[config.mk]
export PLATFORM = sky130hd
export DESIGN_NAME = tilt_to_pulse_width_controller_unit
export DESIGN_NICKNAME = d
export VERILOG_FILES = /design/src/hw/rtl/tpw_pkg.sv /design/src/hw/rtl/tpw_accum.sv /design/src/hw/rtl/tpw_avg_div.sv /design/src/hw/rtl/tilt_to_pulse_width_controller_unit.sv
export SDC_FILE = /design/constraint.sdc
export NUM_CORES = 1
export LEC_CHECK = 0
export BUFFER_PORTS_ARGS = -buffer_cell sky130_fd_sc_hd__buf_2
export CORE_MARGIN = 2
export CORE_UTILIZATION = 40
export CTS_CLUSTER_DIAMETER = 200
export DETAILED_ROUTE_END_ITERATION = 16
export HOLD_SLACK_MARGIN = 0.1
export PLACE_DENSITY = 0.58
export SKIP_CTS_REPAIR_TIMING = 1
export SYNTH_ARGS = -nofsm -noshare
export SYNTH_HDL_FRONTEND = slang
export SYNTH_SLANG_ARGS = --single-unit
[constraint.sdc]
create_clock -name clock -period 8.5 [get_ports clock]
set_clock_uncertainty 0.2 [all_clocks]
set_input_delay 1.7 -clock clock [delete_from_list [all_inputs] [get_ports clock]]
set_output_delay 1.7 -clock clock [all_outputs]
set_load 0.02 [all_outputs]
[src/hw/rtl/tpw_pkg.sv]
`timescale 1ns / 1ps

package tpw_pkg;

   // command codes of an input transaction, code three is ignored
   localparam logic [1:0] CMD_CAL     = 2'd0;
   localparam logic [1:0] CMD_DRIVE   = 2'd1;
   localparam logic [1:0] CMD_NEUTRAL = 2'd2;

   localparam int unsigned CMD_W    = 2;
   localparam int unsigned BYTE_W   = 8;
   localparam int unsigned SAMPLE_W = 12;
   localparam int unsigned TILT_W   = 13;
   localparam int unsigned PULSE_W  = 12;
   localparam int unsigned SGAIN_W  = 5;
   localparam int unsigned DGAIN_W  = 6;
   // raw pulse before clamping, wide enough for gain times tilt plus centre
   localparam int unsigned RAW_W    = 19;

   localparam logic [PULSE_W-1:0] PULSE_CENTER = 12'd2767;
   localparam logic [PULSE_W-1:0] PULSE_MIN    = 12'd2029;
   localparam logic [PULSE_W-1:0] PULSE_MAX    = 12'd3505;

   localparam logic signed [RAW_W-1:0] CENTER_RAW = RAW_W'(PULSE_CENTER);
   localparam logic signed [RAW_W-1:0] MIN_RAW    = RAW_W'(PULSE_MIN);
   localparam logic signed [RAW_W-1:0] MAX_RAW    = RAW_W'(PULSE_MAX);

   // reciprocal constants, exact for magnitudes below 2**13
   localparam int unsigned RECIP_W     = 15;
   localparam int unsigned DIV10_SHIFT = 18;
   localparam logic [RECIP_W-1:0] DIV10_RECIP = 15'd26215;
   localparam int unsigned DIV5_SHIFT  = 17;
   localparam logic [RECIP_W-1:0] DIV5_RECIP  = 15'd26215;

   typedef struct packed {
      logic add;
      logic clr;
   } acc_ctl_type;

   function automatic logic [PULSE_W-1:0] clamp_pulse(input logic signed [RAW_W-1:0] v);
      logic [PULSE_W-1:0] r;
      if (v > MAX_RAW) begin
         r = PULSE_MAX;
      end else if (v < MIN_RAW) begin
         r = PULSE_MIN;
      end else begin
         r = v[PULSE_W-1:0];
      end
      return r;
   endfunction

endpackage

[src/hw/rtl/tpw_accum.sv]
`timescale 1ns / 1ps

module tpw_accum #(
   parameter int unsigned N = 32,
   localparam int unsigned SUM_W = tpw_pkg::SAMPLE_W + $clog2(N),
   localparam int unsigned CNT_W = $clog2(N)
) (
   input  logic                                clock,
   input  logic                                reset,
   input  tpw_pkg::acc_ctl_type                ctl,
   input  logic signed [tpw_pkg::SAMPLE_W-1:0] sample_x,
   input  logic signed [tpw_pkg::SAMPLE_W-1:0] sample_y,
   output logic signed [SUM_W-1:0]             total_x,
   output logic signed [SUM_W-1:0]             total_y,
   output logic                                last
);

   logic signed [SUM_W-1:0] sum_x_ff;
   logic signed [SUM_W-1:0] sum_y_ff;
   logic [CNT_W-1:0]        cnt_ff;

   // window total including the sample being added
   assign total_x = sum_x_ff + SUM_W'(sample_x);
   assign total_y = sum_y_ff + SUM_W'(sample_y);
   assign last    = (cnt_ff == CNT_W'(N - 1));

   always_ff @(posedge clock) begin
      if (reset) begin
         sum_x_ff <= '0;
         sum_y_ff <= '0;
         cnt_ff   <= '0;
      end else if (ctl.clr) begin
         sum_x_ff <= '0;
         sum_y_ff <= '0;
         cnt_ff   <= '0;
      end else if (ctl.add) begin
         if (last) begin
            sum_x_ff <= '0;
            sum_y_ff <= '0;
            cnt_ff   <= '0;
         end else begin
            sum_x_ff <= total_x;
            sum_y_ff <= total_y;
            cnt_ff   <= cnt_ff + CNT_W'(1);
         end
      end
   end

endmodule

[src/hw/rtl/tpw_avg_div.sv]
`timescale 1ns / 1ps

module tpw_avg_div #(
   parameter int unsigned N    = 32,
   parameter int unsigned IN_W = 17
) (
   input  logic signed [IN_W-1:0]              sum,
   output logic signed [tpw_pkg::SAMPLE_W-1:0] quot
);

   // floor(mag / N) as mag * ceil-ish reciprocal, exact for mag below 2**IN_W
   localparam int unsigned SHIFT   = IN_W + $clog2(N) + 1;
   localparam longint unsigned RECIP = (64'd1 << SHIFT) / N + 64'd1;
   localparam int unsigned RECIP_W = SHIFT - $clog2(N) + 2;
   localparam int unsigned PROD_W  = IN_W + RECIP_W;
   localparam int unsigned Q_W     = tpw_pkg::SAMPLE_W + 1;

   logic [IN_W-1:0]   mag;
   logic [PROD_W-1:0] prod;
   logic [Q_W-1:0]    qmag;
   logic [Q_W-1:0]    qsgn;

   always_comb begin
      mag  = sum[IN_W-1] ? IN_W'(-sum) : IN_W'(sum);
      prod = PROD_W'(mag) * PROD_W'(RECIP);
      qmag = Q_W'(prod >> SHIFT);
      // truncation toward zero: divide the magnitude, then restore the sign
      qsgn = sum[IN_W-1] ? -qmag : qmag;
      quot = $signed(qsgn[tpw_pkg::SAMPLE_W-1:0]);
   end

endmodule

[src/hw/rtl/tilt_to_pulse_width_controller_unit.sv]
`timescale 1ns / 1ps

// channel   direction  ports
// req       in         req_valid/req_ready, cmd, x_high, y_high, drive_gain
// rsp       out        rsp_valid/rsp_ready, drive_pulse, steer_pulse, tilt_x, tilt_y
// csr       in         csr_write_en, csr_write_data (steer gain)
//
// one transaction accepted per cycle while req_ready is high; a result passes after the
// transaction that caused it through input, sum, quotient, product and output registers
// accumulation is one add per cycle as the input register advances, so it never limits the rate
// each stage holds while the one after it is full; bubbles close up, req_ready stays high
// while any stage is free
// synchronous reset clears valids, sums, counts, offsets and the gain

module tilt_to_pulse_width_controller_unit #(
   parameter int unsigned RUN_SAMPLES = 32,
   parameter int unsigned CAL_SAMPLES = 64
) (
   input  logic                                  clock,
   input  logic                                  reset,
   input  logic                                  csr_write_en,
   input  logic [tpw_pkg::SGAIN_W-1:0]           csr_write_data,
   input  logic                                  req_valid,
   output logic                                  req_ready,
   input  logic [tpw_pkg::CMD_W-1:0]             req_cmd,
   input  logic [tpw_pkg::BYTE_W-1:0]            req_x_high,
   input  logic [tpw_pkg::BYTE_W-1:0]            req_y_high,
   input  logic [tpw_pkg::DGAIN_W-1:0]           req_drive_gain,
   output logic                                  rsp_valid,
   input  logic                                  rsp_ready,
   output logic [tpw_pkg::PULSE_W-1:0]           rsp_drive_pulse,
   output logic [tpw_pkg::PULSE_W-1:0]           rsp_steer_pulse,
   output logic signed [tpw_pkg::TILT_W-1:0]     rsp_tilt_x,
   output logic signed [tpw_pkg::TILT_W-1:0]     rsp_tilt_y
);

   localparam int unsigned CAL_SUM_W = tpw_pkg::SAMPLE_W + $clog2(CAL_SAMPLES);
   localparam int unsigned RUN_SUM_W = tpw_pkg::SAMPLE_W + $clog2(RUN_SAMPLES);
   localparam int unsigned SUM_W     = (CAL_SUM_W > RUN_SUM_W) ? CAL_SUM_W : RUN_SUM_W;
   localparam int unsigned SW        = tpw_pkg::SAMPLE_W;
   localparam int unsigned TW        = tpw_pkg::TILT_W;
   localparam int unsigned RW        = tpw_pkg::RAW_W;
   localparam int unsigned DW        = tpw_pkg::DGAIN_W;
   localparam int unsigned AX_W      = 9;
   localparam int unsigned QY_W      = 11;
   localparam int unsigned DIFF_W    = 12;
   localparam int unsigned P_W       = TW + tpw_pkg::RECIP_W;

   // configuration
   logic [tpw_pkg::SGAIN_W-1:0] steer_gain_ff;

   // stage ready chain
   logic out_ready;
   logic s3_ready;
   logic s2_ready;
   logic s1_ready;
   logic s0_adv;
   logic s1_adv;

   // input register
   logic                          s0_valid_ff;
   logic [tpw_pkg::CMD_W-1:0]     s0_cmd_ff;
   logic [tpw_pkg::BYTE_W-1:0]    s0_x_ff;
   logic [tpw_pkg::BYTE_W-1:0]    s0_y_ff;
   logic [DW-1:0]                 s0_dg_ff;
   logic signed [SW-1:0]          s0_sx;
   logic signed [SW-1:0]          s0_sy;

   // window accumulators
   tpw_pkg::acc_ctl_type          cal_ctl;
   tpw_pkg::acc_ctl_type          run_ctl;
   logic signed [CAL_SUM_W-1:0]   cal_total_x;
   logic signed [CAL_SUM_W-1:0]   cal_total_y;
   logic                          cal_last;
   logic signed [RUN_SUM_W-1:0]   run_total_x;
   logic signed [RUN_SUM_W-1:0]   run_total_y;
   logic                          run_last;

   // sum stage
   logic                          s1_valid_in;
   logic signed [SUM_W-1:0]       s1_sum_x_in;
   logic signed [SUM_W-1:0]       s1_sum_y_in;
   logic                          s1_valid_ff;
   logic [tpw_pkg::CMD_W-1:0]     s1_cmd_ff;
   logic signed [SUM_W-1:0]       s1_sum_x_ff;
   logic signed [SUM_W-1:0]       s1_sum_y_ff;
   logic [DW-1:0]                 s1_dg_ff;
   logic signed [SW-1:0]          cal_q_x;
   logic signed [SW-1:0]          cal_q_y;
   logic signed [SW-1:0]          run_q_x;
   logic signed [SW-1:0]          run_q_y;

   // calibration offsets
   logic signed [SW-1:0]          offset_x_ff;
   logic signed [SW-1:0]          offset_y_ff;

   // quotient stage
   logic                          s2_valid_ff;
   logic                          s2_neutral_ff;
   logic signed [SW-1:0]          s2_qx_ff;
   logic signed [SW-1:0]          s2_qy_ff;
   logic [DW-1:0]                 s2_dg_ff;

   // product stage
   logic signed [TW-1:0]          tx_in;
   logic signed [TW-1:0]          ty_in;
   logic [TW-1:0]                 tx_mag;
   logic [TW-1:0]                 ty_mag;
   logic [P_W-1:0]                p10;
   logic [P_W-1:0]                p5;
   logic [QY_W-1:0]               qy_mag;
   logic signed [RW-1:0]          sprod_in;
   logic [AX_W-1:0]               ax_in;
   logic signed [QY_W-1:0]        qy_in;
   logic                          s3_valid_ff;
   logic                          s3_neutral_ff;
   logic signed [TW-1:0]          s3_tx_ff;
   logic signed [TW-1:0]          s3_ty_ff;
   logic signed [RW-1:0]          s3_sprod_ff;
   logic [AX_W-1:0]               s3_ax_ff;
   logic signed [QY_W-1:0]        s3_qy_ff;
   logic [DW-1:0]                 s3_dg_ff;

   // output stage
   logic signed [DIFF_W-1:0]      diff;
   logic signed [RW-1:0]          dprod;
   logic signed [RW-1:0]          drive_raw;
   logic signed [RW-1:0]          steer_raw;
   logic                          rsp_valid_ff;
   logic [tpw_pkg::PULSE_W-1:0]   rsp_drive_ff;
   logic [tpw_pkg::PULSE_W-1:0]   rsp_steer_ff;
   logic signed [TW-1:0]          rsp_tx_ff;
   logic signed [TW-1:0]          rsp_ty_ff;

   always_ff @(posedge clock) begin
      if (reset) begin
         steer_gain_ff <= '0;
      end else if (csr_write_en) begin
         steer_gain_ff <= csr_write_data;
      end
   end

   assign out_ready = !rsp_valid_ff || rsp_ready;
   assign s3_ready  = !s3_valid_ff || out_ready;
   assign s2_ready  = !s2_valid_ff || s3_ready;
   assign s1_ready  = !s1_valid_ff || s2_ready;
   assign req_ready = !s0_valid_ff || s1_ready;
   assign s0_adv    = s0_valid_ff && s1_ready;
   assign s1_adv    = s1_valid_ff && s2_ready;

   // input register
   always_ff @(posedge clock) begin
      if (reset) begin
         s0_valid_ff <= 1'b0;
      end else if (req_ready) begin
         s0_valid_ff <= req_valid;
      end
   end

   always_ff @(posedge clock) begin
      if (req_ready) begin
         s0_cmd_ff <= req_cmd;
         s0_x_ff   <= req_x_high;
         s0_y_ff   <= req_y_high;
         s0_dg_ff  <= req_drive_gain;
      end
   end

   // byte times sixteen is the byte with four zero bits below it
   assign s0_sx = $signed({s0_x_ff, 4'b0000});
   assign s0_sy = $signed({s0_y_ff, 4'b0000});

   always_comb begin
      cal_ctl     = '0;
      run_ctl     = '0;
      s1_valid_in = 1'b0;
      s1_sum_x_in = SUM_W'(run_total_x);
      s1_sum_y_in = SUM_W'(run_total_y);
      case (s0_cmd_ff)
         tpw_pkg::CMD_CAL: begin
            cal_ctl.add = s0_adv;
            s1_valid_in = s0_valid_ff && cal_last;
            s1_sum_x_in = SUM_W'(cal_total_x);
            s1_sum_y_in = SUM_W'(cal_total_y);
         end
         tpw_pkg::CMD_DRIVE: begin
            run_ctl.add = s0_adv;
            s1_valid_in = s0_valid_ff && run_last;
         end
         tpw_pkg::CMD_NEUTRAL: begin
            run_ctl.clr = s0_adv;
            s1_valid_in = s0_valid_ff;
         end
         default: begin
            s1_valid_in = 1'b0;
         end
      endcase
   end

   tpw_accum #(.N(CAL_SAMPLES)) u_cal_accum (
      .clock    (clock),
      .reset    (reset),
      .ctl      (cal_ctl),
      .sample_x (s0_sx),
      .sample_y (s0_sy),
      .total_x  (cal_total_x),
      .total_y  (cal_total_y),
      .last     (cal_last)
   );

   tpw_accum #(.N(RUN_SAMPLES)) u_run_accum (
      .clock    (clock),
      .reset    (reset),
      .ctl      (run_ctl),
      .sample_x (s0_sx),
      .sample_y (s0_sy),
      .total_x  (run_total_x),
      .total_y  (run_total_y),
      .last     (run_last)
   );

   // sum stage: only window ends and neutral requests get this far
   always_ff @(posedge clock) begin
      if (reset) begin
         s1_valid_ff <= 1'b0;
      end else if (s1_ready) begin
         s1_valid_ff <= s1_valid_in;
      end
   end

   always_ff @(posedge clock) begin
      if (s1_ready) begin
         s1_cmd_ff   <= s0_cmd_ff;
         s1_sum_x_ff <= s1_sum_x_in;
         s1_sum_y_ff <= s1_sum_y_in;
         s1_dg_ff    <= s0_dg_ff;
      end
   end

   tpw_avg_div #(.N(CAL_SAMPLES), .IN_W(SUM_W)) u_cal_div_x (
      .sum  (s1_sum_x_ff),
      .quot (cal_q_x)
   );

   tpw_avg_div #(.N(CAL_SAMPLES), .IN_W(SUM_W)) u_cal_div_y (
      .sum  (s1_sum_y_ff),
      .quot (cal_q_y)
   );

   tpw_avg_div #(.N(RUN_SAMPLES), .IN_W(SUM_W)) u_run_div_x (
      .sum  (s1_sum_x_ff),
      .quot (run_q_x)
   );

   tpw_avg_div #(.N(RUN_SAMPLES), .IN_W(SUM_W)) u_run_div_y (
      .sum  (s1_sum_y_ff),
      .quot (run_q_y)
   );

   // offsets change as the calibration transaction leaves, so any younger
   // drive window reads them only once it is behind
   always_ff @(posedge clock) begin
      if (reset) begin
         offset_x_ff <= '0;
         offset_y_ff <= '0;
      end else if (s1_adv && (s1_cmd_ff == tpw_pkg::CMD_CAL)) begin
         offset_x_ff <= cal_q_x;
         offset_y_ff <= cal_q_y;
      end
   end

   // quotient stage
   always_ff @(posedge clock) begin
      if (reset) begin
         s2_valid_ff <= 1'b0;
      end else if (s2_ready) begin
         s2_valid_ff <= s1_valid_ff && (s1_cmd_ff != tpw_pkg::CMD_CAL);
      end
   end

   always_ff @(posedge clock) begin
      if (s2_ready) begin
         s2_neutral_ff <= (s1_cmd_ff == tpw_pkg::CMD_NEUTRAL);
         s2_qx_ff      <= run_q_x;
         s2_qy_ff      <= run_q_y;
         s2_dg_ff      <= s1_dg_ff;
      end
   end

   // tilt, steering product and the two constant divisions
   always_comb begin
      tx_in    = TW'(s2_qx_ff) - TW'(offset_x_ff);
      ty_in    = TW'(s2_qy_ff) - TW'(offset_y_ff);
      tx_mag   = tx_in[TW-1] ? TW'(-tx_in) : TW'(tx_in);
      ty_mag   = ty_in[TW-1] ? TW'(-ty_in) : TW'(ty_in);
      sprod_in = RW'($signed({1'b0, steer_gain_ff})) * RW'(tx_in);
      p10      = P_W'(tx_mag) * P_W'(tpw_pkg::DIV10_RECIP);
      p5       = P_W'(ty_mag) * P_W'(tpw_pkg::DIV5_RECIP);
      ax_in    = AX_W'(p10 >> tpw_pkg::DIV10_SHIFT);
      qy_mag   = QY_W'(p5 >> tpw_pkg::DIV5_SHIFT);
      qy_in    = ty_in[TW-1] ? $signed(-qy_mag) : $signed(qy_mag);
   end

   always_ff @(posedge clock) begin
      if (reset) begin
         s3_valid_ff <= 1'b0;
      end else if (s3_ready) begin
         s3_valid_ff <= s2_valid_ff;
      end
   end

   always_ff @(posedge clock) begin
      if (s3_ready) begin
         s3_neutral_ff <= s2_neutral_ff;
         s3_tx_ff      <= tx_in;
         s3_ty_ff      <= ty_in;
         s3_sprod_ff   <= sprod_in;
         s3_ax_ff      <= ax_in;
         s3_qy_ff      <= qy_in;
         s3_dg_ff      <= s2_dg_ff;
      end
   end

   // dg*(y/5) - dg*|x/10| folded into one product
   always_comb begin
      diff      = DIFF_W'(s3_qy_ff) - $signed(DIFF_W'(s3_ax_ff));
      dprod     = RW'($signed({1'b0, s3_dg_ff})) * RW'(diff);
      drive_raw = tpw_pkg::CENTER_RAW + dprod;
      steer_raw = tpw_pkg::CENTER_RAW - s3_sprod_ff;
   end

   always_ff @(posedge clock) begin
      if (reset) begin
         rsp_valid_ff <= 1'b0;
      end else if (out_ready) begin
         rsp_valid_ff <= s3_valid_ff;
      end
   end

   always_ff @(posedge clock) begin
      if (out_ready) begin
         if (s3_neutral_ff) begin
            rsp_drive_ff <= tpw_pkg::PULSE_CENTER;
            rsp_steer_ff <= tpw_pkg::PULSE_CENTER;
            rsp_tx_ff    <= '0;
            rsp_ty_ff    <= '0;
         end else begin
            rsp_drive_ff <= tpw_pkg::clamp_pulse(drive_raw);
            rsp_steer_ff <= tpw_pkg::clamp_pulse(steer_raw);
            rsp_tx_ff    <= s3_tx_ff;
            rsp_ty_ff    <= s3_ty_ff;
         end
      end
   end

   assign rsp_valid       = rsp_valid_ff;
   assign rsp_drive_pulse = rsp_drive_ff;
   assign rsp_steer_pulse = rsp_steer_ff;
   assign rsp_tilt_x      = rsp_tx_ff;
   assign rsp_tilt_y      = rsp_ty_ff;

endmodule
# Word-level counts from Yosys, hierarchy flattened
# Index checks and enable logic that the tools add are counted.
[word_totals]
regBits = 336
romBits = 0
out_inout_bits = 52
mem_bits_rw = 0
n_memories = 0
latch_bits = 0
[classes]
eq_ne = 5
muxes = 25
multipliers = 6
n_reduce_logical = 24
n_bitwise = 0
div_mod_pow = 0
n_lt_le_gt_ge = 4
add_sub_neg = 20
shifts = 0
[op_table]
columns = ["operator", "n"]
rows = [
  ["$mux W18", 6],
  ["$mul A18 B20 Y37 const B", 2],
  ["$mux W12", 6],
  ["$neg A12 Y12", 4],
  ["$gt A19 B13 Y1 const B", 2],
  ["$lt A19 B12 Y1 const B", 2],
  ["$add A18 B12 Y18", 2],
  ["$neg A18 Y18", 2],
  ["$add A17 B12 Y17", 2],
  ["$mux W17", 2],
  ["$mux W11", 3],
  ["$mul A13 B15 Y28 const B", 1],
  ["$mul A13 B15 Y27 const B", 1],
  ["$mux W13", 2],
  ["$neg A13 Y13", 2],
  ["$sub A12 B12 Y13", 2],
  ["$add A13 B19 Y19 const A", 1],
  ["$mul A6 B13 Y19", 1],
  ["$mul A7 B12 Y19", 1],
  ["$sub A13 B19 Y19 const A", 1],
  ["$sub A11 B10 Y12", 1],
  ["$neg A11 Y11", 1],
  ["$add A6 B1 Y6 const B", 1],
  ["$eq A6 B6 Y1 const B", 1],
  ["15 further kinds", 35],
]

# Depth between registers and ports, before layout
[depth]
depth_word = 8
ltp_mapped = 37
mapped_depth_nobuf = 37

# By module
# From an unflattened synthesis, not the netlist that was laid out.
[hier_totals]
cells_unflattened = 3054
area_unflattened_um2 = 30209.0
[by_module_without_submodules]
columns = ["module", "n_inst", "cells_each", "area_each_um2"]
rows = [
  ["tilt_to_pulse_width_controller_unit", 1, 2095, 22405.2],
  ["tpw_accum (u_cal_accum)", 1, 357, 3110.5],
  ["tpw_accum (u_run_accum)", 1, 336, 2886.5],
  ["tpw_avg_div (u_cal_div_x ...)", 2, 70, 480.5],
  ["tpw_avg_div (u_run_div_y)", 1, 63, 432.9],
  ["tpw_avg_div (u_run_div_x)", 1, 63, 412.9],
]

# Worst setup path after synthesis
# No wires, ideal clock.
[synth_timing]
path_type = "register -> register"
from = "register s2_qy_ff[0]"
to = "register s3_qy_ff[10], data pin"
t_arrival_ns = 8.074
required_ns = 8.040
stages_incl_launch_ff = 31
slack_ns = -0.034
synth_period_minus_slack_ns = 8.534
setup_time_ns = 0.260
cell_sequence = "edfxtp_1 inv_1 ha_1 fa_1 nor2b_1 o21ai_1 a21boi_1 nor2_1 or4_1 or3_1 or3_1 or4_1 fa_1 inv_1 fa_1 fa_1 fa_1 fa_1 inv_1 ha_1 a211o_1 nor3_1 a21oi_1 a21oi_1 xor2_1 ha_1 o2111ai_1 or3_1 o211ai_1 o311a_1 xnor2_1"
[synth_via]
elab_chain_len = 6
[synth_lines]
columns = ["item", "line_no", "source"]
rows = [
  ["from (decl)", "tilt_to_pulse_width_controller_unit.sv:101", "logic signed [SW-1:0] s2_qy_ff;"],
  ["from (signal assigned)", "tilt_to_pulse_width_controller_unit.sv:285", "s2_qy_ff <= run_q_y;"],
  ["$sub A12 B12 Y13 (*)", "tilt_to_pulse_width_controller_unit.sv:293", "ty_in = TW'(s2_qy_ff) - TW'(offset_y_ff);"],
  ["via ty_in[4]", "tilt_to_pulse_width_controller_unit.sv:106", "logic signed [TW-1:0] ty_in;"],
  ["$neg A13 Y13", "tilt_to_pulse_width_controller_unit.sv:295", "ty_mag = ty_in[TW-1] ? TW'(-ty_in) : TW'(ty_in);"],
  ["$mux W13 (*)", "tilt_to_pulse_width_controller_unit.sv:295", ""],
  ["$mul A13 B15 Y28 (*)", "tilt_to_pulse_width_controller_unit.sv:298", "p5 = P_W'(ty_mag) * P_W'(tpw_pkg::DIV5_RECIP);"],
  ["$neg A11 Y11", "tilt_to_pulse_width_controller_unit.sv:301", "qy_in = ty_in[TW-1] ? $signed(-qy_mag) : $signed(qy_mag);"],
  ["$mux W11 (*)", "tilt_to_pulse_width_controller_unit.sv:301", ""],
  ["via qy_in[10]", "tilt_to_pulse_width_controller_unit.sv:114", "logic signed [QY_W-1:0] qy_in;"],
  ["to (signal assigned)", "tilt_to_pulse_width_controller_unit.sv:319", "s3_qy_ff <= qy_in;"],
  ["to (decl)", "tilt_to_pulse_width_controller_unit.sv:121", "logic signed [QY_W-1:0] s3_qy_ff;"],
]
# Mark *: on every way through the listed nets, which the timed path passes. The rest lies on a longest branch.
# A chain may end at the register's enable or synchronous reset.

# Worst setup path in the final report
# Same ends and word-level chain as after synthesis.

==> flow_summary.toml <==
[status]
status = "complete, but fails checks"
failed_checks = "negative setup slack"

[clocking]
cts.sinks = 312
htree_levels = 2
cts_root_buf = "clkbuf_16"
clkTransAtPathRegs_ps = 60
clock_latency_ps = 570
clk_path_buf_depth = 3
cts_buffers = 39
cts_tree = "yes"

[logic_synthesis]
synth_area_sq_um = 27880
netlist-cell-type-count = 88
ys_ff_latch = 312
yosysSeqAreaShare_pct = 30.06
synth_nets = 3411
synth_edf_count = 213
yosysWarningCount = 0
yosys_most_used_dff = "edfxtp_1"
async_flop_share_pct = 0
syn_avg_cell_area_sq_um = 9.867
synth_cells = 2825

[layout]
multi_input_area_sq_um = 18060
postLayoutCellArea_sq_um = 31510
nFillCells = 6481
seq_area_sq_um = 8378
drive_gt1_share_pct = 11.74
layout.nets = 3564
syn2layout_area_growth_pct = 13.03

[setup_path]
crit_arrival_ps = 8760
cp_data_required_time_ps = 8590
crit_path_end_kind = "flip-flop"
reg2reg_depth = 31
path_common_cell = "fa_2"
critPathMaxFanout = 3
cp_top_family = "adder cells"
rr_endpoint = "s3_qy_ff[10]$_DFFE_PP_"
critPathSlowestCell = "fa_2"
rr_startpoint = "s2_qy_ff[0]$_DFFE_PP_"
critPathBufInv = 4
cp-start-kind = "flip-flop"
criticalPathCategory = "reg2reg"
ff2ff_setup_slack_ps = -160
cpPeakStageDelay_ps = 570

[timing]
tightest_slew_ps = 1163
fin_crit_ps = 8661
max_freq_mhz = 115.5
maxSlewHeadroom_pct = 22.19
setup_ws_ps = -160.8
fin_crit_sh_pct = 101.9
finalHoldViolCount = 0
drv_slew = 0
setup_violations = 2
rsz0062_at_grt = "yes"

[hold_path]
hold_path_startpoint = "s2_dg_ff[4]$_DFFE_PP_"
min_path_cells = 0
min_path_type = "reg2reg"
min_to = "s3_dg_ff[4]$_DFFE_PP_"

[drt]
num_vias = 19708
remaining_drc_errors = 0
antenna_left = 0
wl_mm = 60.32
drt-vias-per-instance = 5.003
wl_per_cell_um = 15.31
first_pass_iters = 5
drtIter0Drc = 955

[grt]
grt_pass1_wl_mm = 100.5
grt-ovfl-total = 0
grt_use_total_pct = 17.11
antenna_found_initial = 3
grt_max_degree = 75
grt_pass1_vias = 20493

[die]
fp.dieArea_sq_um = 71820
die_w_um = 268.0
fp.dieH_um = 268.0
rows = 96
ioPinCount = 86
start_util_pct = 40.50
core-area_sq_um = 68830

[placement]
dp_hpwl_mm = 47.61
port_buffers = 85
dpl_cell_area_sq_um = 29860
gp_congestion = 0.8478

[flow_run]
cap_violations = 0
worst max-delay path by stage:
stage,start,to,slack [ps],cells after the start
2_1_floorplan,s2_qy_ff[0]$_DFFE_PP_,s3_qy_ff[10]$_DFFE_PP_,10,30
3_3_place_gp,s2_qy_ff[0]$_DFFE_PP_,s3_qy_ff[10]$_DFFE_PP_,-220,30
3_5_place_dp,s2_qy_ff[0]$_DFFE_PP_,s3_qy_ff[8]$_DFFE_PP_,-440,30
4_1_cts,s2_qy_ff[0]$_DFFE_PP_,s3_qy_ff[8]$_DFFE_PP_,-470,30
5_1_grt,s2_qy_ff[0]$_DFFE_PP_,s3_qy_ff[10]$_DFFE_PP_,-490,31
6_report,s2_qy_ff[0]$_DFFE_PP_,s3_qy_ff[10]$_DFFE_PP_,-160,31
layout by cell type (no fill, tap or decap), types with 12 or more instances in the layout:
| cell | Yosys | routed |
|---|---|---|
| o21a_1 | 26 | 25 |
| ha_1 | 337 | 332 |
| a21oi_1 | 162 | 155 |
| edfxtp_1 | 213 | 213 |
| a31oi_1 | 13 | 12 |
| inv_1 | 390 | 384 |
| nand3_1 | 51 | 49 |
| o21ai_0 | 85 | 82 |
| buf_4 | 0 | 101 |
| nor3_1 | 56 | 53 |
| a22oi_1 | 17 | 17 |
| xor2_1 | 96 | 94 |
| a21o_1 | 31 | 31 |
| fa_1 | 215 | 205 |
| buf_2 | 1 | 85 |
| xnor2_1 | 136 | 133 |
| nor2b_1 | 71 | 71 |
| mux2i_1 | 14 | 13 |
| nand2b_1 | 20 | 20 |
| o31ai_1 | 14 | 12 |
| and2_1 | 83 | 83 |
| or3_1 | 20 | 16 |
| nor2_1 | 182 | 178 |
| clkbuf_16 | 0 | 39 |
| nand2_1 | 177 | 175 |
| dfxtp_1 | 99 | 99 |
| o21bai_1 | 28 | 28 |
cell families after synthesis:
logic type / count (synthesis) / synth area share, %
buffers and inverters: 467 / 6.360
adders and majority gates: 552 / 30.57
DFF: 312 / 30.06
AOI/OAI and AO/OA: 491 / 11.34
muxes: 24 / 0.9067
and+or+nand+nor: 745 / 13.36
xor gates and xnor gates: 234 / 7.406
layout make-up:
class,instances,area share (%)
multi-input combinational,2046,57.31
antenna,2,0.01588
timing repair buffer,187,3.793
tap,931,3.697
clock inverter,21,0.6870
clock buffer,48,3.237
sequential,312,26.59
inverter,392,4.670
cell usage after synthesis, types with 6 or more instances:
cell type	n	share of area [%]
inv_1	390	5.3
ha_1	337	15
fa_1	215	15
edfxtp_1	213	23
nor2_1	182	2.5
nand2_1	177	2.4
a21oi_1	162	2.9
xnor2_1	136	4.3
dfxtp_1	99	7.1
xor2_1	96	3.0
o21ai_0	85	1.5
and2_1	83	1.9
nor2b_1	71	1.6
clkbuf_1	65	0.88
nor3_1	56	1.0
nand3_1	51	0.92
a21o_1	31	0.83
o21bai_1	28	0.75
o21a_1	26	0.70
nand2b_1	20	0.45
or3_1	20	0.45
a22oi_1	17	0.46
mux2i_1	14	0.50
o31ai_1	14	0.38
a31oi_1	13	0.29
a211oi_1	12	0.32
or4_1	12	0.32
and3_1	11	0.25
nor3b_1	11	0.30
o211ai_1	11	0.30
or2_2	11	0.25
mux2_2	10	0.40
nor4_1	9	0.20
a211o_1	8	0.25
nand4_1	8	0.18
o21ai_1	8	0.14
o41ai_1	8	0.25
a21boi_0	7	0.19
buf_1	6	0.081
o2111ai_1	6	0.19
flip-flops by register name (all words and copies together), names as in the netlist, 11 cells and up:
register,cells
offset_x_ff,12
offset_y_ff,12
rsp_drive_pulse,12
rsp_steer_pulse,12
rsp_tilt_x,13
rsp_tilt_y,13
s1_sum_x_ff,14
s1_sum_y_ff,14
s2_qx_ff,12
s2_qy_ff,12
s3_qy_ff,11
s3_sprod_ff,19
s3_tx_ff,13
s3_ty_ff,13
u_cal_accum.sum_x_ff,14
u_cal_accum.sum_y_ff,14
u_run_accum.sum_x_ff,13
u_run_accum.sum_y_ff,13
worst reg2reg max path: cells and delay by family, from the launching register on:
kind / cells / cell delay, ps
adder cells (fa/ha/maj): 9 / 3510
AO/OA/AOI/OAI: 8 / 1400
flip-flops: 1 / 320
XOR/XNOR: 2 / 320
AND/OR/NAND/NOR: 8 / 2370
buffers and inverters: 4 / 300
routing by layer:
layer	GRT usage, %	routed length [um]
met5	0	0
met4	4.801	1546
met3	1.906	1853
met2	29.91	28920
met1	22.38	28000
per-stage QoR:
stage	util (%)	hold WS, ps	cells	TNS, ps	setup slack [ps]
2_1_floorplan	-	200.3	2825	0	11.73
3_3_place_gp	43.39	202.9	3856	-464.0	-219.0
3_5_place_dp	43.39	204.5	3856	-1364	-443.6
4_1_cts	45.19	217.9	3925	-1505	-472.7
5_1_grt	45.77	221.8	3937	-1328	-487.7
6_report	45.78	216.1	3939	-217.6	-160.8
Power is left out: the tool's default activity adds up to more than one toggle a clock period on the data nets, which glitch-free logic cannot reach.
